[src/rtl/gge_pkg.sv]
// Package for the GTP-U G-PDU encapsulator: queue entry type, command kinds,
// and the header and echo request byte tables. No dependencies.
package gge_pkg;

  localparam int QDEPTH = 4;
  localparam int QAW    = $clog2(QDEPTH);

  localparam logic [1:0] KIND_PASS = 2'd0;
  localparam logic [1:0] KIND_REJ  = 2'd1;
  localparam logic [1:0] KIND_HDR  = 2'd2;
  localparam logic [1:0] KIND_ECHO = 2'd3;

  localparam logic [4:0] HDR_LAST_IDX  = 5'd16;
  localparam logic [4:0] ECHO_LAST_IDX = 5'd13;

  localparam logic [15:0] GTP_EXT_LEN = 16'd8;

  typedef struct packed {
    logic [1:0]  kind;
    logic [7:0]  data;
    logic        last;
    logic [15:0] aux;    // G-PDU length field or echo sequence number
  } gge_cmd_t;

  function automatic logic [7:0] hdr_byte(input logic [3:0] idx, input logic [15:0] glen,
                                          input logic [31:0] teid, input logic [5:0] qfi);
    logic [7:0] b;
    case (idx)
      4'd0:    b = 8'h34;
      4'd1:    b = 8'hff;
      4'd2:    b = glen[15:8];
      4'd3:    b = glen[7:0];
      4'd4:    b = teid[31:24];
      4'd5:    b = teid[23:16];
      4'd6:    b = teid[15:8];
      4'd7:    b = teid[7:0];
      4'd11:   b = 8'h85;
      4'd12:   b = 8'h01;
      4'd13:   b = 8'h10;
      4'd14:   b = {2'b00, qfi};
      default: b = 8'h00;
    endcase
    return b;
  endfunction

  function automatic logic [7:0] echo_byte(input logic [3:0] idx, input logic [15:0] seq);
    logic [7:0] b;
    case (idx)
      4'd0:    b = 8'h32;
      4'd1:    b = 8'h01;
      4'd3:    b = 8'h06;
      4'd8:    b = seq[15:8];
      4'd9:    b = seq[7:0];
      4'd12:   b = 8'h0e;
      default: b = 8'h00;
    endcase
    return b;
  endfunction

endpackage

[src/rtl/gge_front.sv]
// Front end: accepts input transactions, tracks the drop state and turns each
// transaction into a command for the back end. Depends on gge_pkg.
module gge_front import gge_pkg::*; (
  input  logic        clk,
  input  logic        rst,
  input  logic        s_tvalid,
  output logic        s_tready,
  input  logic [39:0] s_tdata,
  input  logic [1:0]  s_tuser,
  input  logic        s_tlast,
  input  logic        upf_ready,
  input  logic        q_full,
  output logic        q_push,
  output gge_cmd_t    q_cmd
);

  logic dropping;
  logic dropping_next;
  logic acc;
  logic mode;
  logic first;
  logic [15:0] ilen;

  assign s_tready = !q_full;
  assign acc      = s_tvalid && s_tready;
  assign mode     = s_tuser[0];
  assign first    = s_tuser[1];
  assign ilen     = s_tdata[23:8];

  always_comb begin
    dropping_next = dropping;
    q_push        = 1'b0;
    q_cmd.kind    = KIND_PASS;
    q_cmd.data    = s_tdata[7:0];
    q_cmd.last    = s_tlast;
    q_cmd.aux     = ilen + GTP_EXT_LEN;
    if (acc) begin
      if (mode) begin
        q_push     = 1'b1;
        q_cmd.kind = KIND_ECHO;
        q_cmd.aux  = s_tdata[39:24];
      end else if (first) begin
        q_push = 1'b1;
        if (!upf_ready || ilen == 16'd0) begin
          q_cmd.kind    = KIND_REJ;
          dropping_next = !s_tlast;
        end else begin
          q_cmd.kind    = KIND_HDR;
          dropping_next = 1'b0;
        end
      end else if (dropping) begin
        if (s_tlast) dropping_next = 1'b0;
      end else begin
        q_push = 1'b1;
      end
    end
  end

  always_ff @(posedge clk) begin
    if (rst) begin
      dropping <= 1'b0;
    end else begin
      dropping <= dropping_next;
    end
  end

endmodule

[src/rtl/gge_fifo.sv]
// Short command queue between front and back end.
// Depends on gge_pkg.
module gge_fifo import gge_pkg::*; (
  input  logic     clk,
  input  logic     rst,
  input  logic     push,
  input  gge_cmd_t wr_cmd,
  input  logic     pop,
  output gge_cmd_t rd_cmd,
  output logic     empty,
  output logic     full
);

  gge_cmd_t mem [QDEPTH];
  logic [QAW-1:0] wptr;
  logic [QAW-1:0] rptr;
  logic [QAW:0]   count;

  assign empty  = (count == '0);
  assign full   = (count == (QAW+1)'(QDEPTH));
  assign rd_cmd = mem[rptr];

  always_ff @(posedge clk) begin
    if (push) mem[wptr] <= wr_cmd;
  end

  always_ff @(posedge clk) begin
    if (rst) begin
      wptr  <= '0;
      rptr  <= '0;
      count <= '0;
    end else begin
      if (push) wptr <= wptr + 1'b1;
      if (pop) rptr <= rptr + 1'b1;
      case ({push, pop})
        2'b10:   count <= count + 1'b1;
        2'b01:   count <= count - 1'b1;
        default: count <= count;
      endcase
    end
  end

endmodule

[src/rtl/gge_back.sv]
// Back end: expands each queued command into output bytes through a
// registered output stage. Depends on gge_pkg.
module gge_back import gge_pkg::*; (
  input  logic        clk,
  input  logic        rst,
  input  gge_cmd_t    cmd,
  input  logic        q_empty,
  output logic        q_pop,
  input  logic [31:0] teid,
  input  logic [5:0]  qfi,
  output logic        m_tvalid,
  input  logic        m_tready,
  output logic [7:0]  m_tdata,
  output logic        m_tlast,
  output logic        m_tuser
);

  logic [4:0] cnt;
  logic [4:0] last_idx;
  logic       step;
  logic       end_cmd;
  logic [7:0] byte_sel;
  logic       last_sel;
  logic       stat_sel;

  assign step    = !q_empty && (!m_tvalid || m_tready);
  assign end_cmd = (cnt == last_idx);
  assign q_pop   = step && end_cmd;

  always_comb begin
    last_idx = 5'd0;
    byte_sel = cmd.data;
    last_sel = cmd.last;
    stat_sel = 1'b0;
    case (cmd.kind)
      KIND_PASS: begin
      end
      KIND_REJ: begin
        byte_sel = 8'h00;
        last_sel = 1'b1;
        stat_sel = 1'b1;
      end
      KIND_HDR: begin
        last_idx = HDR_LAST_IDX;
        if (!end_cmd) begin
          byte_sel = hdr_byte(cnt[3:0], cmd.aux, teid, qfi);
          last_sel = 1'b0;
        end
      end
      KIND_ECHO: begin
        last_idx = ECHO_LAST_IDX;
        byte_sel = echo_byte(cnt[3:0], cmd.aux);
        last_sel = end_cmd;
      end
      default: begin
      end
    endcase
  end

  always_ff @(posedge clk) begin
    if (rst) begin
      m_tvalid <= 1'b0;
      cnt      <= '0;
    end else begin
      if (step) begin
        m_tvalid <= 1'b1;
        cnt      <= end_cmd ? 5'd0 : cnt + 5'd1;
      end else if (m_tready) begin
        m_tvalid <= 1'b0;
      end
    end
  end

  always_ff @(posedge clk) begin
    if (step) begin
      m_tdata <= byte_sel;
      m_tlast <= last_sel;
      m_tuser <= stat_sel;
    end
  end

endmodule

[src/rtl/gtpu_gpdu_encapsulator.sv]
// Channel   | Signals                         | Direction
// input     | s_tvalid s_tready s_tdata s_tuser s_tlast | in
// output    | m_tvalid m_tready m_tdata m_tuser m_tlast | out
// config    | cfg_we cfg_index cfg_data      | in
// Payload bytes pass at one per cycle unless the queue or output stalls; a
// G-PDU first byte gives 16 header bytes plus the byte, an echo request 14
// bytes, a rejection 1. Output rate is set by the back end byte counter; a
// 4-entry command queue lets the input side run ahead. Output bytes pass
// through the command queue and then the registered output stage.
// Synchronous reset clears the config registers, drop state, queue and output valid.
// Depends on gge_pkg, gge_front, gge_fifo, gge_back.
module gtpu_gpdu_encapsulator import gge_pkg::*; (
  input  logic        clk,
  input  logic        rst,
  input  logic        s_tvalid,
  output logic        s_tready,
  input  logic [39:0] s_tdata,   // data_byte[7:0], inner_length[23:8], echo_seq[39:24]
  input  logic [1:0]  s_tuser,   // mode[0], first_byte[1]
  input  logic        s_tlast,   // last_byte
  output logic        m_tvalid,
  input  logic        m_tready,
  output logic [7:0]  m_tdata,   // out_byte[7:0]
  output logic        m_tuser,   // status[0]
  output logic        m_tlast,   // out_last
  input  logic        cfg_we,
  input  logic [1:0]  cfg_index,
  input  logic [31:0] cfg_data
);

  localparam logic [1:0] REG_TEID = 2'd0;
  localparam logic [1:0] REG_QFI  = 2'd1;
  localparam logic [1:0] REG_UPF  = 2'd2;

  logic [31:0] teid;
  logic [5:0]  qfi;
  logic        upf_ready;
  gge_cmd_t    push_cmd;
  gge_cmd_t    head_cmd;
  logic        push;
  logic        pop;
  logic        q_empty;
  logic        q_full;

  always_ff @(posedge clk) begin
    if (rst) begin
      teid      <= '0;
      qfi       <= '0;
      upf_ready <= 1'b0;
    end else if (cfg_we) begin
      case (cfg_index)
        REG_TEID: teid      <= cfg_data;
        REG_QFI:  qfi       <= cfg_data[5:0];
        REG_UPF:  upf_ready <= cfg_data[0];
        default: begin
        end
      endcase
    end
  end

  gge_front u_front (
    .clk       (clk),
    .rst       (rst),
    .s_tvalid  (s_tvalid),
    .s_tready  (s_tready),
    .s_tdata   (s_tdata),
    .s_tuser   (s_tuser),
    .s_tlast   (s_tlast),
    .upf_ready (upf_ready),
    .q_full    (q_full),
    .q_push    (push),
    .q_cmd     (push_cmd)
  );

  gge_fifo u_fifo (
    .clk    (clk),
    .rst    (rst),
    .push   (push),
    .wr_cmd (push_cmd),
    .pop    (pop),
    .rd_cmd (head_cmd),
    .empty  (q_empty),
    .full   (q_full)
  );

  gge_back u_back (
    .clk      (clk),
    .rst      (rst),
    .cmd      (head_cmd),
    .q_empty  (q_empty),
    .q_pop    (pop),
    .teid     (teid),
    .qfi      (qfi),
    .m_tvalid (m_tvalid),
    .m_tready (m_tready),
    .m_tdata  (m_tdata),
    .m_tlast  (m_tlast),
    .m_tuser  (m_tuser)
  );

endmodule

[config.mk]
export PLATFORM = sky130hd
export DESIGN_NAME = gtpu_gpdu_encapsulator
export DESIGN_NICKNAME = d
export VERILOG_FILES = /design/src/rtl/gge_pkg.sv /design/src/rtl/gge_front.sv /design/src/rtl/gge_fifo.sv /design/src/rtl/gge_back.sv /design/src/rtl/gtpu_gpdu_encapsulator.sv
export SDC_FILE = /design/constraint.sdc
export NUM_CORES = 1
export LEC_CHECK = 0
export BUFFER_PORTS_ARGS = -buffer_cell sky130_fd_sc_hd__buf_4
export CORE_MARGIN = 2
export CORE_UTILIZATION = 58
export CTS_CLUSTER_SIZE = 10
export DETAILED_ROUTE_END_ITERATION = 7
export GPL_TIMING_DRIVEN = 0
export PLACE_DENSITY = 0.91
export SETUP_SLACK_MARGIN = 0.3
export SLEW_MARGIN = 20
export SYNTH_ARGS = -nofsm -noshare
export SYNTH_HDL_FRONTEND = slang
export SYNTH_SLANG_ARGS = --single-unit
[constraint.sdc]
create_clock -name clk -period 3.9 [get_ports clk]
set_input_delay 0.78 -clock clk [delete_from_list [all_inputs] [get_ports clk]]
set_output_delay 0.78 -clock clk [all_outputs]
set_load 0.005 [all_outputs]
After elaboration in Yosys (flattened, before gate mapping) --
Memories as Yosys holds them, arrays and structs flattened. A register that Yosys moved wholly into a read port is not among the register bits. Index checks and enable logic that the tools add are counted.
Word-level totals: output and inout port bits 12, bits in read-only memories 0, bits in latches 0, register bits 63, word-level logic and storage cells 92, memories kept 1, input port bits 82, RAM bits 108
Memories:
- u_fifo.mem | depth 4, width 27, rd ports 1, clocked after Yosys merged registers in 1, wr ports 1, RTL line gge_fifo.sv:14 | gge_cmd_t mem [QDEPTH];
Operators by class: $mul 0, magnitude comparators 0, muxes and demuxes 30, bitwise logic cells 1, divide/modulo/power cells 0, shifts and indexed selects 0, $add $sub $neg 6, reductions and logical operators 20, equal/unequal tests 22
Operator list (count):
- one-hot mux 8 bit (12 select lines) | 1
- one-hot mux 8 bit (6 select lines) | 1
- 2-to-1 mux 16 bit | 2
- == test 4 bit, second input constant | 6
- one-hot mux 8 bit (3 select lines) | 1
- adder 16 x 4 -> 16 bit, second input constant | 1
- == test 4 x 3 -> 1 bit, second input constant | 4
- logical NOT 16 bit | 1
- 2-to-1 mux 1 bit | 14
- 2-to-1 mux 2 bit | 6
- one-hot mux 5 bit (2 select lines) | 1
- == test 2 bit, second input constant | 4
- == test 4 x 2 -> 1 bit, second input constant | 2
- 2-to-1 mux 8 bit | 1
- AND reduction 2 bit | 4
- == test 2 x 1 -> 1 bit, second input constant | 3
- one-hot mux 3 bit (2 select lines) | 1
- adder 5 x 1 -> 5 bit, second input constant | 1
- == test 5 bit | 1
- logical NOT 1 bit | 5
- 2-to-1 mux 5 bit | 1
- adder 2 x 1 -> 2 bit, second input constant | 2
- == test 4 x 1 -> 1 bit, second input constant | 1
- logical NOT 4 bit | 1
- 10 further kinds | 14

Longest topological paths before layout --
word-level depth 6, gate-level depth with buffers 13, mapped depth without buffers 11

Cells and area by module --
Synthesis repeated with hierarchy kept, for this count alone.
Second synthesis, totals: cell total of the unflattened synthesis 645, area total of the unflattened synthesis 8255.4 sq um
By module, submodules not included:
- gge_fifo | times used 1, cells each 188, sequential area each 3423.3 sq um, area each 4377.9 sq um
- gtpu_gpdu_encapsulator | times used 1, cells each 163, sequential area each 780.7 sq um, area each 1740.4 sq um
- gge_back | times used 1, cells each 204, sequential area each 420.4 sq um, area each 1576.5 sq um
- gge_front | times used 1, cells each 90, sequential area each 20.0 sq um, area each 560.5 sq um

Least setup slack after synthesis --
No wires, ideal clock.
path type reg2reg, start register (tool-made name), end register u_fifo.count[2], clock period less this slack 2.800 ns, data required time 3.830 ns, cell stages (with the launch flop) 13, path buffers 1, arrival time 2.729 ns, slack 1.100 ns, setup time 0.070 ns, path through dfxtp_1 > mux4_2 > nor3b_2 > a31o_2 > o21ai_2 > buf_6 > nor2_1 > ha_1 > inv_1 > fa_1 > xor2_1 > or3_1 > a21oi_1
RTL lines:
- end signal, assigned | RTL line gge_fifo.sv:36 | 2'b10: count <= count + 1'b1;
- end signal, assigned | RTL line gge_fifo.sv:37 | 2'b01: count <= count - 1'b1;
- end signal, assigned | RTL line gge_fifo.sv:38 | default: count <= count;
- end, declared | RTL line gge_fifo.sv:17 | logic [QAW:0] count;

==> impl_metrics.csv <==
group,metric,value,unit
setup_path,path_cells,"mux4_2 -> nor3b_2 -> a31o_2 -> o21ai_2 -> buf_6 -> nor2_1 -> ha_1 -> inv_1 -> fa_1 -> xor2_1 -> or3_1 -> a21oi_1",
clock_tree,cts_buffers,17,
yosys,synth_warnings,0,
clock_tree,cts.sink_count,173,
clock_tree,cts_hold_buf,0,
job,drv_cap,0,
setup_path,end_kind,"flip-flop",
layout,fin_util,70.4,%
sta,hold_viol,0,
clock_tree,cts_resized,0,
power_and_ir_drop,power.total,5.67,mW
power_and_ir_drop,p_leak,3.27,nW
global_routing,overflow,0,
min_path,hold_depth,2,
die,die_area,14300,µm²
global_routing,antenna_found_initial,0,
yosys,yosysMostFrequentCell,"edfxtp_1",
global_routing,grt_use_total,27.9,%
setup_path,crit_required,4.26,ns
yosys,yosys.area.top_type,"edfxtp_1",
clock_tree,cts_root_buf,"clkbuf_16",
yosys,synth_top_area_share,45.8,%
setup_path,arrival,3.50,ns
yosys,synthTopCellsByCount,"edfxtp_1 (118), nand2_1 (90), a21oi_1 (76), dfxtp_1 (55), nor2_1 (38)",
sta,fmax,0.318,GHz
min_path,worstHoldPathType,"flip-flop to flip-flop",
global_routing,grt_pass1_wl,30.3,mm
yosys,syn_area_per_cell,12.1,µm²
status,status,"completed",
sta,fin_worst_skew,0.0141,ns
sta,setup_viol_count_final,0,
global_routing,grt_max_degree,28,
drt,vias,5822,
layout,drive_above_1_share,23.8,%
layout,fin_cells,938,
clock_tree,post-cts-setup-buffer-count,0,
drt,ant_nets,0,
place,dp_hpwl,13.3,mm
yosys,synth_nets,731,
power_and_ir_drop,power_per_cell_area,614,nW/µm²
sta,period_share,80.7,%
clock_tree,clkLatencyLatePin,0.44,ns
clock_tree,cts_tree,"done",
yosys,synth_sequential_area_ratio,60.0,%
yosys,synth_edf_count,118,
sta,grt_setup_unrepaired,"false",
global_routing,busiest_layer,"met2",
layout,n_antenna_cell,0,
place,place_congestion,0.918,
die,core_area,13100,µm²
drt,avgViaCountPerCell,6.21,
yosys,synth.area.top_cells,"edfxtp_1 (46%), dfxtp_1 (14%), mux4_2 (7.6%)",
yosys,syn_area,7730,µm²
setup_path,reg2reg_to,"u_fifo.count[2]",
min_path,min_from,"teid[14]",
sta,finalMaxSlewViolations,0,
yosys,ys_async_sr_fraction,0,%
setup_path,slowest_delay,0.63,ns
die,num_rows,42,
sta,min_period,3.15,ns
yosys,synthCells,638,
place,port_buffers,92,
global_routing,grt_util_met3,5.99,%
clock_tree,clkSlewWorstSetupHoldPaths,0.07,ns
layout,nets,842,
yosys,synth_ff_type,"edfxtp_1",
setup_path,crit_family,"simple AND/OR/NAND/NOR gates",
sta,relSlewSlack,51.5,%
die,die_w,119,µm
yosys,synth_cell_types,49,
die,die_y,119,µm
place,placed_cells,906,
global_routing,grtUsageMet1,33.9,%
power_and_ir_drop,ir_drop,0.336,mV
setup_path,ff2ff_path_depth,12,
setup_path,cp_max_fo,10,
sta,setup_tns,0,ns
setup_path,worstSetupPathType,"flip-flop to flip-flop",
drt,drc_errors,0,
place,place_ws,0.816,ns
setup_path,crit_buf_inv,2,
setup_path,critPathSlowestCell,"mux4_2",
drt,drtIter0Drc,576,
drt,routed_wl,19.0,mm
drt,wl_per_cell,20.3,µm
sta,fin_ws,0.752,ns
yosys,ys_ff_latch,173,
drt,drt_first_pass_iters,6,
setup_path,startpoint_type,"flip-flop",
die,io_pins,94,
setup_path,ff2ff_setup_slack,0.75,ns
clock_tree,htree_levels,4,
die,start_util,58.9,%
sta,worst_pin_slew,0.727,ns
layout,area_growth,19.5,%
min_path,min_to,"teid[14]",
global_routing,grt_pass1_vias,5795,
clock_tree,clockBufferDepth,2,
global_routing,use_met2,47.8,%
layer usage:
metal	vias up	wire, µm
met4	0	612
met2	367	9580
met1	2774	7250
li1	2616	-
met3	65	1580
met5	-	0
how the worst max path moves through the flow:
| stage | from | to | slack [ns] | cells past startpoint |
|---|---|---|---|---|
| floorplan | flip-flop | u_fifo.count[2] | 1.10 | 12 |
| global placement | flip-flop | u_fifo.count[2] | 0.94 | 12 |
| detailed placement | flip-flop | u_fifo.count[2] | 0.82 | 12 |
| CTS | flip-flop | u_fifo.count[2] | 0.74 | 12 |
| global route | flip-flop | u_fifo.count[2] | 0.53 | 13 |
| finish | flip-flop | u_fifo.count[2] | 0.75 | 12 |
cell usage in the layout, fill, tap and decap left out, types with 7 or more instances in the layout:
master / n
mux4_2: 26
edfxtp_1: 118
clkbuf_16: 17
clkbuf_1: 24
a21oi_1: 76
nand3_1: 23
and3_1: 7
inv_1: 15
dfxtp_1: 55
o21ai_0: 18
xor2_1: 9
mux2i_1: 11
nor2b_1: 7
nand2_1: 90
buf_4: 97
nor2_1: 38
nor3_1: 7
ha_1: 10
mux2_2: 11
final cells by class:
class / count / area [µm²]
Tap cell: 176 / 220
Clock buffer: 17 / 425
Clock inverter: 15 / 166
Timing Repair Buffer: 92 / 691
Buffer: 37 / 171
Multi-Input combinational cell: 413 / 2870
Fill cell: 865 / 3890
Inverter: 15 / 56.3
Sequential cell: 173 / 4640
flip-flops by register name (all words and copies together) (netlist names), named ones only:
signal            flops
qfi                   6
teid                 32
u_back.cnt            5
u_back.m_tdata        8
u_back.m_tlast        1
u_back.m_tuser        1
u_back.m_tvalid       1
u_fifo.count          3
u_fifo.mem          108
u_fifo.rptr           2
u_fifo.wptr           2
u_front.dropping      1
upf_ready             1
through the flow:
step	cell area, µm²	hold WS, ns
after floorplan	7730	0.433
after global placement	8650	0.441
after detailed placement	8650	0.451
after CTS	9240	0.462
after global routing	9240	0.490
final	9240	0.462
cells by family (layout without fill, tap and decap cells):
logic type	Yosys count	count (layout)	synth area share, %
AOI/OAI and AO/OA	144	144	11.4
xor gates and xnor gates	14	14	1.59
adders and majority gates	11	11	1.88
buffers and inverters	52	176	2.94
DFF	173	173	60.0
muxes	48	48	10.6
and+or+nand+nor	196	196	11.6
power by group:
| part | internal (mW) | switching [mW] | total (mW) | leakage, nW |
|---|---|---|---|---|
| registers | 2.28 | 0.111 | 2.39 | 1.53 |
| logic | 0.672 | 0.946 | 1.62 | 1.44 |
| clock network | 0.861 | 0.807 | 1.67 | 0.290 |
worst reg2reg max path: stages (launching register included):
cell	delay, ns
dfxtp_1	0.41
mux4_2	0.63
nor3b_2	0.18
a31o_2	0.13
o21ai_2	0.09
buf_6	0.17
nor2_1	0.17
ha_1	0.22
inv_1	0.06
fa_1	0.37
xor2_1	0.17
or3_1	0.33
a21oi_1	0.15
Note: power is estimated with default switching activity, not from simulation.
